===== src/sv/plsm_pkg.sv =====
// ----------------------------------------------------------------------------
// plsm_pkg
// Shared types and codes of the pinned LRU page-slot manager.
// ----------------------------------------------------------------------------
package plsm_pkg;

   // request commands
   localparam logic CMD_GET     = 1'b0;
   localparam logic CMD_RELEASE = 1'b1;

   // response status codes
   localparam logic [2:0] RSP_HIT      = 3'd0;
   localparam logic [2:0] RSP_MISS     = 3'd1;
   localparam logic [2:0] RSP_NO_SLOT  = 3'd2;
   localparam logic [2:0] RSP_RELEASED = 3'd3;
   localparam logic [2:0] RSP_NOT_FND  = 3'd4;

   localparam logic [7:0] PIN_MAX = 8'hFF;

   // one slot of the table
   typedef struct packed {
      logic [31:0] page;
      logic [31:0] stamp;
      logic [7:0]  pin;
      logic        dirty;
   } slot_entry_type;

   // what the scan has found so far
   typedef struct packed {
      logic           hit_found;
      slot_entry_type hit_entry;
      logic           vic_found;
      logic           vic_valid;
      logic [31:0]    vic_page;
   } scan_result_type;

endpackage


===== src/sv/plsm_slot_store.sv =====
// ----------------------------------------------------------------------------
// plsm_slot_store
// Slot table: one memory of entries with registered read, plus valid flops.
// An entry that is not valid reads with zero stamp, pin count and dirty.
// ----------------------------------------------------------------------------
module plsm_slot_store
   import plsm_pkg::*;
#(
   parameter int SLOTS = 8
) (
   input  logic                   clock,
   input  logic                   reset,
   input  logic [((SLOTS > 1) ? $clog2(SLOTS) : 1)-1:0] rd_idx,
   output slot_entry_type         rd_entry,
   output logic                   rd_valid,
   input  logic                   wr_en,
   input  logic [((SLOTS > 1) ? $clog2(SLOTS) : 1)-1:0] wr_idx,
   input  slot_entry_type         wr_entry
);

   slot_entry_type             mem [SLOTS];
   slot_entry_type             rd_q_ff;
   logic [SLOTS-1:0]           valid_ff;
   logic [SLOTS-1:0]           valid_in;

   // memory port: one write, one registered read
   always_ff @(posedge clock) begin
      if (wr_en) begin
         mem[wr_idx] <= wr_entry;
      end
      rd_q_ff <= mem[rd_idx];
   end

   // every write leaves the slot occupied
   always_comb begin
      valid_in = valid_ff;
      if (wr_en) begin
         valid_in[wr_idx] = 1'b1;
      end
   end

   always_ff @(posedge clock) begin
      if (reset) begin
         valid_ff <= '0;
      end else begin
         valid_ff <= valid_in;
      end
   end

   // mask entries that were never written to their reset value
   assign rd_valid       = valid_ff[rd_idx];
   assign rd_entry.page  = rd_q_ff.page;
   assign rd_entry.stamp = rd_valid ? rd_q_ff.stamp : 32'd0;
   assign rd_entry.pin   = rd_valid ? rd_q_ff.pin : 8'd0;
   assign rd_entry.dirty = rd_valid & rd_q_ff.dirty;

endmodule


===== src/sv/plsm_scan.sv =====
// ----------------------------------------------------------------------------
// plsm_scan
// Shared compare unit: looks at one slot per step, tracks the first address
// match and the oldest unpinned slot (lowest index on ties).
// ----------------------------------------------------------------------------
module plsm_scan
   import plsm_pkg::*;
#(
   parameter int SLOTS = 8
) (
   input  logic                   clock,
   input  logic                   reset,
   input  logic                   start,
   input  logic                   eval,
   input  logic [((SLOTS > 1) ? $clog2(SLOTS) : 1)-1:0] idx,
   input  slot_entry_type         entry,
   input  logic                   entry_valid,
   input  logic [31:0]            addr,
   output scan_result_type        result,
   output logic [((SLOTS > 1) ? $clog2(SLOTS) : 1)-1:0] hit_idx,
   output logic [((SLOTS > 1) ? $clog2(SLOTS) : 1)-1:0] vic_idx
);

   localparam int SW = (SLOTS > 1) ? $clog2(SLOTS) : 1;

   logic           hit_found_ff, hit_found_in;
   logic           vic_found_ff, vic_found_in;
   slot_entry_type hit_entry_ff;
   logic [SW-1:0]  hit_idx_ff;
   logic [SW-1:0]  vic_idx_ff;
   logic [31:0]    oldest_ff;
   logic           vic_valid_ff;
   logic [31:0]    vic_page_ff;
   logic           take_hit;
   logic           take_vic;

   // the two compares of this step
   assign take_hit = eval && !hit_found_ff && entry_valid && (entry.page == addr);
   assign take_vic = eval && (entry.pin == 8'd0) &&
                     (!vic_found_ff || (entry.stamp < oldest_ff));

   assign hit_found_in = start ? 1'b0 : (hit_found_ff | take_hit);
   assign vic_found_in = start ? 1'b0 : (vic_found_ff | take_vic);

   always_ff @(posedge clock) begin
      if (reset) begin
         hit_found_ff <= 1'b0;
         vic_found_ff <= 1'b0;
      end else begin
         hit_found_ff <= hit_found_in;
         vic_found_ff <= vic_found_in;
      end
   end

   // captured payload of the match and the victim
   always_ff @(posedge clock) begin
      if (take_hit) begin
         hit_entry_ff <= entry;
         hit_idx_ff   <= idx;
      end
      if (take_vic) begin
         oldest_ff    <= entry.stamp;
         vic_idx_ff   <= idx;
         vic_valid_ff <= entry_valid;
         vic_page_ff  <= entry.page;
      end
   end

   assign result.hit_found = hit_found_ff;
   assign result.hit_entry = hit_entry_ff;
   assign result.vic_found = vic_found_ff;
   assign result.vic_valid = vic_valid_ff;
   assign result.vic_page  = vic_page_ff;
   assign hit_idx          = hit_idx_ff;
   assign vic_idx          = vic_idx_ff;

endmodule


===== src/sv/pinned_lru_page_slot_manager_core.sv =====
// ----------------------------------------------------------------------------
// pinned_lru_page_slot_manager_core
// Buffer-pool slot manager with pin counts and LRU replacement of unpinned
// slots; one slot is examined per step by a shared compare unit.
//
//   channel | direction | handshake          | fields
//   req     | in        | req_valid/ready    | command, page_addr, now
//   rsp     | out       | rsp_valid/ready    | status, slot, write_back,
//           |           |                    | write_back_addr, fill
//
// After a request is accepted, the scan visits each slot in a read state and a
// compare state, set by the single read port of the slot memory, then a resolve
// state, which waits while the response register is full. req_ready returns
// after the resolve, so a new request is not taken until the last is resolved.
// Reset clears the valid flags at once; there is no clearing pass. The response
// register holds a result until it is taken; a new request may be scanned
// meanwhile, and its table update waits until the response register is free.
// ----------------------------------------------------------------------------
module pinned_lru_page_slot_manager_core
   import plsm_pkg::*;
#(
   parameter int SLOTS = 8
) (
   input  logic        clock,
   input  logic        reset,
   input  logic        req_valid,
   output logic        req_ready,
   input  logic        req_command,
   input  logic [31:0] req_page_addr,
   input  logic [31:0] req_now,
   output logic        rsp_valid,
   input  logic        rsp_ready,
   output logic [2:0]  rsp_status,
   output logic [2:0]  rsp_slot,
   output logic        rsp_write_back,
   output logic [31:0] rsp_write_back_addr,
   output logic        rsp_fill
);

   localparam int SW = (SLOTS > 1) ? $clog2(SLOTS) : 1;

   typedef enum logic [3:0] {
      ST_IDLE = 4'b0001,
      ST_READ = 4'b0010,
      ST_EVAL = 4'b0100,
      ST_DONE = 4'b1000
   } state_type;

   state_type       state_ff, state_in;
   logic [SW-1:0]   idx_ff, idx_in;
   logic            cmd_ff;
   logic [31:0]     addr_ff;
   logic [31:0]     now_ff;
   logic            accept;
   logic            out_free;
   logic            last_slot;

   logic            rsp_valid_ff, rsp_valid_in;
   logic [2:0]      status_ff, status_in;
   logic [2:0]      slot_ff, slot_in;
   logic            wb_ff, wb_in;
   logic [31:0]     wba_ff, wba_in;
   logic            fill_ff, fill_in;

   slot_entry_type  rd_entry;
   logic            rd_valid;
   logic            wr_en;
   logic [SW-1:0]   wr_idx;
   slot_entry_type  wr_entry;
   scan_result_type scan_res;
   logic [SW-1:0]   hit_idx;
   logic [SW-1:0]   vic_idx;
   logic [SW+2:0]   hit_idx_ext;
   logic [SW+2:0]   vic_idx_ext;

   assign accept    = req_valid && req_ready;
   assign req_ready = (state_ff == ST_IDLE);
   assign out_free  = !rsp_valid_ff || rsp_ready;
   assign last_slot = (idx_ff == SW'(SLOTS - 1));

   // slot index widened or cut to the 3-bit response field
   assign hit_idx_ext = {3'b000, hit_idx};
   assign vic_idx_ext = {3'b000, vic_idx};

   plsm_slot_store #(
      .SLOTS(SLOTS)
   ) u_store (
      .clock   (clock),
      .reset   (reset),
      .rd_idx  (idx_ff),
      .rd_entry(rd_entry),
      .rd_valid(rd_valid),
      .wr_en   (wr_en),
      .wr_idx  (wr_idx),
      .wr_entry(wr_entry)
   );

   plsm_scan #(
      .SLOTS(SLOTS)
   ) u_scan (
      .clock      (clock),
      .reset      (reset),
      .start      (accept),
      .eval       (state_ff == ST_EVAL),
      .idx        (idx_ff),
      .entry      (rd_entry),
      .entry_valid(rd_valid),
      .addr       (addr_ff),
      .result     (scan_res),
      .hit_idx    (hit_idx),
      .vic_idx    (vic_idx)
   );

   // sequencer
   always_comb begin
      state_in = state_ff;
      idx_in   = idx_ff;
      case (state_ff)
         ST_IDLE: begin
            if (accept) begin
               state_in = ST_READ;
               idx_in   = '0;
            end
         end
         ST_READ: begin
            state_in = ST_EVAL;
         end
         ST_EVAL: begin
            if (last_slot) begin
               state_in = ST_DONE;
            end else begin
               state_in = ST_READ;
               idx_in   = idx_ff + SW'(1);
            end
         end
         ST_DONE: begin
            if (out_free) begin
               state_in = ST_IDLE;
            end
         end
         default: begin
            state_in = ST_IDLE;
         end
      endcase
   end

   always_ff @(posedge clock) begin
      if (reset) begin
         state_ff <= ST_IDLE;
         idx_ff   <= '0;
      end else begin
         state_ff <= state_in;
         idx_ff   <= idx_in;
      end
   end

   // request capture
   always_ff @(posedge clock) begin
      if (accept) begin
         cmd_ff  <= req_command;
         addr_ff <= req_page_addr;
         now_ff  <= req_now;
      end
   end

   // resolve: table update and response
   always_comb begin
      wr_en     = 1'b0;
      wr_idx    = hit_idx;
      wr_entry  = scan_res.hit_entry;
      status_in = status_ff;
      slot_in   = slot_ff;
      wb_in     = wb_ff;
      wba_in    = wba_ff;
      fill_in   = fill_ff;
      if ((state_ff == ST_DONE) && out_free) begin
         slot_in = 3'd0;
         wb_in   = 1'b0;
         wba_in  = 32'd0;
         fill_in = 1'b0;
         if (cmd_ff == CMD_GET) begin
            if (scan_res.hit_found) begin
               status_in      = RSP_HIT;
               slot_in        = hit_idx_ext[2:0];
               wr_en          = 1'b1;
               wr_entry.stamp = now_ff;
               if (scan_res.hit_entry.pin != PIN_MAX) begin
                  wr_entry.pin = scan_res.hit_entry.pin + 8'd1;
               end
            end else if (scan_res.vic_found) begin
               status_in      = RSP_MISS;
               slot_in        = vic_idx_ext[2:0];
               wb_in          = scan_res.vic_valid;
               wba_in         = scan_res.vic_valid ? scan_res.vic_page : 32'd0;
               fill_in        = 1'b1;
               wr_en          = 1'b1;
               wr_idx         = vic_idx;
               wr_entry.page  = addr_ff;
               wr_entry.stamp = now_ff;
               wr_entry.pin   = 8'd1;
               wr_entry.dirty = 1'b1;
            end else begin
               status_in = RSP_NO_SLOT;
            end
         end else begin
            if (scan_res.hit_found) begin
               status_in      = RSP_RELEASED;
               slot_in        = hit_idx_ext[2:0];
               wb_in          = scan_res.hit_entry.dirty;
               wba_in         = scan_res.hit_entry.dirty ? addr_ff : 32'd0;
               wr_en          = 1'b1;
               wr_entry.dirty = 1'b0;
               if (scan_res.hit_entry.pin != 8'd0) begin
                  wr_entry.pin = scan_res.hit_entry.pin - 8'd1;
               end
            end else begin
               status_in = RSP_NOT_FND;
            end
         end
      end
   end

   // response register
   always_comb begin
      rsp_valid_in = rsp_valid_ff && !rsp_ready;
      if ((state_ff == ST_DONE) && out_free) begin
         rsp_valid_in = 1'b1;
      end
   end

   always_ff @(posedge clock) begin
      if (reset) begin
         rsp_valid_ff <= 1'b0;
      end else begin
         rsp_valid_ff <= rsp_valid_in;
      end
   end

   always_ff @(posedge clock) begin
      status_ff <= status_in;
      slot_ff   <= slot_in;
      wb_ff     <= wb_in;
      wba_ff    <= wba_in;
      fill_ff   <= fill_in;
   end

   assign rsp_valid           = rsp_valid_ff;
   assign rsp_status          = status_ff;
   assign rsp_slot            = slot_ff;
   assign rsp_write_back      = wb_ff;
   assign rsp_write_back_addr = wba_ff;
   assign rsp_fill            = fill_ff;

`ifndef NO_ASSERTIONS
   // a fill is only requested for a miss
   a_fill_on_miss: assert property (@(posedge clock) disable iff (reset)
      (rsp_valid && rsp_fill) |-> (rsp_status == RSP_MISS))
      else $error("fill flagged on a non-miss response");

   // no write-back address without a write-back
   a_wba_zero: assert property (@(posedge clock) disable iff (reset)
      (rsp_valid && !rsp_write_back) |-> (rsp_write_back_addr == 32'd0))
      else $error("write-back address set without write-back");

   // the scan index stays inside the table
   a_idx_range: assert property (@(posedge clock) disable iff (reset)
      (state_ff != ST_IDLE) |-> (idx_ff <= SW'(SLOTS - 1)))
      else $error("scan index out of range");

   // the table is only written when a response is produced
   a_write_with_rsp: assert property (@(posedge clock) disable iff (reset)
      wr_en |=> rsp_valid)
      else $error("table written without a response");
`endif

endmodule

===== config.mk =====
export PLATFORM = sky130hd
export DESIGN_NAME = pinned_lru_page_slot_manager_core
export DESIGN_NICKNAME = d
export VERILOG_FILES = /design/src/sv/plsm_pkg.sv /design/src/sv/plsm_slot_store.sv /design/src/sv/plsm_scan.sv /design/src/sv/pinned_lru_page_slot_manager_core.sv
export SDC_FILE = /design/constraint.sdc
export NUM_CORES = 1
export LEC_CHECK = 0
export BUFFER_PORTS_ARGS = -buffer_cell sky130_fd_sc_hd__buf_2
export CAP_MARGIN = 5
export CORE_UTILIZATION = 35
export CTS_CLUSTER_DIAMETER = 120
export DETAILED_ROUTE_END_ITERATION = 16
export SLEW_MARGIN = 20
export SYNTH_ARGS = -nofsm -noshare
export SYNTH_HDL_FRONTEND = slang
export SYNTH_SLANG_ARGS = --single-unit

===== constraint.sdc =====
create_clock -name clock -period 21.3 [get_ports clock]
set_input_delay 2.13 -clock clock [delete_from_list [all_inputs] [get_ports clock]]
set_output_delay 2.13 -clock clock [all_outputs]
set_load 0.03 [all_outputs]

== After elaboration in Yosys (flattened, before gate mapping) ==
Memories as Yosys holds them, arrays and structs flattened. A register that Yosys moved wholly into a read port is not among the register bits.
Index checks and enable logic that the tools add are counted.

* Equal/unequal tests: 10
* Muxes and demuxes: 53
* Bitwise operators: 4
* $lt $le $gt $ge: 4
* Add/subtract/negate cells: 3
* Reductions and logical operators: 22

{| class="wikitable"
|+ Operators by type and width
! kind !! number
|-
| two-way mux 32 bit || 8
|-
| two-way mux 73 bit || 2
|-
| two-way mux 64 bit || 1
|-
| two-way mux 40 bit || 1
|-
| two-way mux 3 bit || 13
|-
| == test 32 bit || 1
|-
| < comparator 32 bit || 1
|-
| two-way mux 8 bit || 3
|-
| two-way mux 9 bit || 2
|-
| case mux 4 bit (4 select lines) || 1
|-
| two-way mux 1 bit || 15
|-
| two-way mux 4 bit || 3
|-
| logical AND 1 bit || 9
|-
| adder 8 x 1 -> 8 bit, second input constant || 1
|-
| zero test 8 bit || 1
|-
| < comparator 3 x 4 -> 1 bit, second input constant || 2
|-
| != test 8 bit, second input constant || 1
|-
| bitwise OR 8 bit || 1
|-
| nonzero test 8 bit || 1
|-
| subtractor 8 x 1 -> 8 bit, second input constant || 1
|-
| case mux 3 bit (2 select lines) || 1
|-
| == test 4 x 1 -> 1 bit, second input constant || 1
|-
| == test 4 x 2 -> 1 bit, second input constant || 1
|-
| == test 4 x 3 -> 1 bit, second input constant || 1
|-
| 17 further kinds || 24
|}

* Bits in writable memories: 584
* Memories: 1
* Register bits after elaboration: 267
* Input port bits: 69

{| class="wikitable"
|+ Memories
! memory !! words !! bits a word !! rd ports !! clocked after memory_dff !! write ports !! line !! source
|-
| u_store.mem || 8 || 73 || 1 || 1 || 1 || plsm_slot_store.sv:21 || <nowiki>slot_entry_type mem [SLOTS];</nowiki>
|}

== Longest topological paths before layout ==
* Depth in word-level cells: 9
* Mapped depth: 12
* Mapped depth without buffers: 10

== Cells and area by module ==
A second synthesis with hierarchy kept.

* Cells, all modules: 1786
* Area, all modules: 35449.0 um^2

{| class="wikitable"
|+ Modules (own cells, without submodules)
! module !! area each (um^2) !! cells each !! sequential area each (um^2) !! instances
|-
| plsm_slot_store || 24408.4 || 1082 || 19158.4 || 1
|-
| plsm_scan || 5571.6 || 312 || 4364.2 || 1
|-
| pinned_lru_page_slot_manager_core || 5469.0 || 392 || 3313.2 || 1
|}

== Worst setup path after synthesis ==
Ideal clock, no wire load.

* Path type: reg2reg
* From: reg state_ff[1]
* To: reg u_scan.hit_idx_ff[0], in the netlist u_scan.hit_idx[0], enable pin
* Clock period less this slack: 9.278 ns
* Data arrival time: 8.578 ns
* Stages on the path, launching flop included: 6
* Setup time: 0.701 ns
* Buffers on the path: 0
* Setup slack: 12.022 ns
* Required time: 20.599 ns
* Path through: dfxtp_1 > nand2b_1 > or3_1 > nor3_1 > nand4_1 > nor4_1

* Cells in the longest elaborated chain, start to end: 4

{| class="wikitable"
|+ Ends and longest elaborated chain
! element !! line !! source
|-
| start, declared || pinned_lru_page_slot_manager_core.sv:49 || <nowiki>state_type state_ff, state_in;</nowiki>
|-
| start signal, assigned || pinned_lru_page_slot_manager_core.sv:152 || <nowiki>state_ff <= state_in;</nowiki>
|-
| == test 4 x 3 -> 1 bit || pinned_lru_page_slot_manager_core.sv:104 || <nowiki>.eval (state_ff == ST_EVAL),</nowiki>
|-
| logical AND 1 bit (3 in series) || plsm_scan.sv:38 || <nowiki>assign take_hit = eval && !hit_found_ff && entry_valid && (entry.page == addr);</nowiki>
|-
| net u_scan.take_hit || plsm_scan.sv:34 || <nowiki>logic take_hit;</nowiki>
|-
| end signal, assigned || plsm_scan.sv:59 || <nowiki>hit_idx_ff <= idx;</nowiki>
|-
| end, declared || plsm_scan.sv:29 || <nowiki>logic [SW-1:0] hit_idx_ff;</nowiki>
|}

The timed path passes the listed nets, and every way through them passes these cells.
A chain may end at the register's enable or synchronous reset.

==> flow_metrics.py <==
metrics = {
    "outcome": {
        "status": "finished, final reports clean",
    },
    "global_routing": {
        "grtUsageTotal_pct": 14.2,
        "grt_max_degree": 118,
        "antenna_found_initial": 2,
        "gr-total-overflow": 0,
        "grt_pass1_wl_mm": 109,
        "grt_pass1_vias": 17455,
    },
    "logic_synthesis": {
        "yosysTopAreaCell": "edfxtp_1",
        "synth_warnings": 0,
        "synth_top_area_share_pct": 71.7,
        "synth.avg_cell_area_sq_um": 20.5,
        "yosys.cell_types.count": 61,
        "synth_area_leaders": "edfxtp_1, mux4_2, dfxtp_1",
        "synthTopCellsByCount": "edfxtp_1, mux4_2, mux2_2",
        "synth_seq_cells": 924,
        "yosysSeqAreaShare_pct": 77.0,
        "synthesis.nets": 1810,
        "synth-async-reset-ratio_pct": 0,
        "synth_enable_flop_cells": 833,
        "synth_most_common_cell": "edfxtp_1",
        "syn_area_sq_um": 34900,
        "yosys_most_used_dff": "edfxtp_1",
        "synthCells": 1705,
    },
    "timing": {
        "hold_slack_ns": 0.479,
        "hold_violations": 0,
        "setup_slack_ns": 14.95,
        "fin_tns_setup_ns": 0,
        "slew_headroom_pct": 24.7,
        "fmax_ghz": 0.157,
        "worst_clock_skew_ns": 0.0238,
        "setup_viol_count_final": 0,
        "period_share_pct": 29.8,
        "slew_violations": 0,
        "tightest_slew_ns": 1.12,
        "finalCriticalPeriod_ns": 6.35,
        "rsz0062_at_grt": "no",
    },
    "job": {
        "cap_viol_max_count": 0,
    },
    "floorplan": {
        "dieArea_sq_um": 101000,
        "io_pins": 111,
        "num_rows": 115,
        "die_w_um": 318,
        "die-height_um": 318,
        "start_util_pct": 35.4,
        "core_area_sq_um": 98600,
    },
    "clocking": {
        "worstSkewPairLatency_ns": 0.65,
        "clk_path_buf_depth": 3,
        "path_clk_slew_ns": 0.07,
        "numCtsBuffers": 90,
        "cts_resized": 0,
        "holdBufCountCts": 0,
        "cts_tree": "done",
        "cts_setup_buffers": 0,
        "cts.sinks": 924,
        "h-tree-depth": 3,
        "root_buffer": "clkbuf_16",
    },
    "drt": {
        "wl_met3_mm": 2.81,
        "post_drt_wl_per_cell_um": 22.0,
        "firstDrtPassIters": 5,
        "first_iter_violations": 1393,
        "drc_errors": 0,
        "top_layer_used": "met5",
        "drt-total-wl_mm": 71.0,
        "vias_per_cell": 5.02,
        "via_count": 16168,
        "wl_met2_mm": 35.9,
        "ant_nets": 0,
        "met1_length_mm": 30.8,
    },
    "layout": {
        "drive_above_1_share_pct": 28.2,
        "multi_input_area_sq_um": 7660,
        "register_area_sq_um": 26800,
        "syn_to_final_growth_pct": 15.2,
        "nets": 1963,
        "n_fill_cell": 8492,
        "diodes": 0,
    },
    "critical_path": {
        "rr_worst_depth": 13,
        "cp-start-kind": "flip-flop",
        "reg2reg_from": "idx_ff[1]",
        "worst_ep_required_time_ns": 21.55,
        "crit_fanout": 70,
        "crit_path_end_kind": "flip-flop",
        "crit_arrival_ns": 6.61,
        "crit_path_start": "idx_ff[1]",
        "crit_end": "u_scan.vic_page_ff[26]",
        "r2r_slack_ns": 14.95,
        "path_class": "flip-flop to flip-flop",
        "r2r-end": "u_scan.vic_page_ff[26]",
    },
    "power": {
        "vdd_drop_max_mv": 0.0598,
        "power.density_nw_per_um2": 94.5,
        "leakage_nw": 12.5,
    },
    "placement": {
        "io_buffer_count": 110,
        "hpwlAfterDp_mm": 40.4,
        "gp_congestion": 0.797,
        "dp_slack_ns": 14.85,
    },
    "worst_hold_path": {
        "min_path_type": "flip-flop to flip-flop",
    },
}
## sequential cells by signal (all words and copies together) (netlist names), 4 cells and up
signal,cells
u_store.mem,584
u_scan.result,73
u_store.rd_q_ff,41
addr_ff,32
now_ff,32
rsp_write_back_addr,32
u_scan.oldest_ff,32
u_scan.vic_page_ff,32
u_store.rd_entry,32
u_store.valid_ff,8
state_ff,4
## metrics by stage
stage	cells	total power, mW	utilization (%)	cell area [sq um]
after floorplan	1705	2.12	-	34900
after global placement	3052	2.16	37.6	37000
after detailed placement	3052	2.16	37.6	37000
after CTS	3220	3.84	40.7	40200
after global routing	3221	3.91	40.8	40200
final	3221	3.80	40.8	40200
## layout by cell type, fill, tap and decap left out, types with 36 or more instances in the layout
cell type	synthesis	final
and2_1	45	43
buf_2	18	110
clkbuf_16	0	95
dfxtp_1	91	88
edfxtp_1	833	833
ha_1	36	36
inv_1	38	38
mux2_1	37	37
mux2_2	101	101
mux4_2	148	148
## cell type report
type	instances	share of cell area, %
Inverter	40	0.374
Clock inverter	35	1.28
Tap cell	1287	4.01
Clock buffer	133	6.54
Multi-Input combinational cell	667	19.1
Timing Repair Buffer	135	1.92
Sequential cell	924	66.8
## report_power, final
part / leakage (nW) / internal (mW) / total [mW] / switching (mW)
clock network: 1.53 / 1.01 / 1.67 / 0.659
registers: 8.13 / 2.00 / 2.03 / 0.0312
logic: 2.84 / 0.0263 / 0.0929 / 0.0666
total: 12.5 / 3.04 / 3.80 / 0.757
## critical path, stage by stage (launching register included)
cell      delay (ns)
dfxtp_4         0.49
buf_4           0.84
mux4_2          0.62
mux2_2          0.42
buf_4           0.29
and2_1          0.24
ha_1            0.35
a21o_1          0.19
a221oi_1        0.27
o211ai_1        0.15
a41oi_2         0.18
o221ai_1        0.28
a31oi_4         0.75
buf_4           0.73
## cell families (layout without fill, tap and decap cells)
group	Yosys count	after routing	synth area share, %
AOI/OAI and AO/OA	124	124	2.53
adders and majority gates	36	36	1.29
xor gates and xnor gates	33	33	0.829
buffers and inverters	114	343	1.31
muxes	288	288	14.1
and+or+nand+nor	186	186	3.00
DFF	924	924	77.0
## layer usage
layer	global-route usage (%)	up-vias
li1	-	7190
met1	18.8	8556
met2	24.3	321
met3	1.90	97
met4	4.36	4
met5	0	-
## worst min path at each step
stage                         startpoint                endpoint  slack, ns  depth (start not counted)
floorplan            u_store.valid_ff[4]     u_store.valid_ff[4]       0.43                          2
global placement     u_store.valid_ff[1]     u_store.valid_ff[1]       0.46                          2
detailed placement  u_store.rd_entry[60]  u_scan.vic_page_ff[19]       0.47                          0
CTS                  u_store.valid_ff[6]     u_store.valid_ff[6]       0.48                          2
global route        u_store.rd_entry[56]  u_scan.vic_page_ff[15]       0.50                          0
finish               u_store.valid_ff[6]     u_store.valid_ff[6]       0.48                          2
Power figures use the tool's default switching activity.
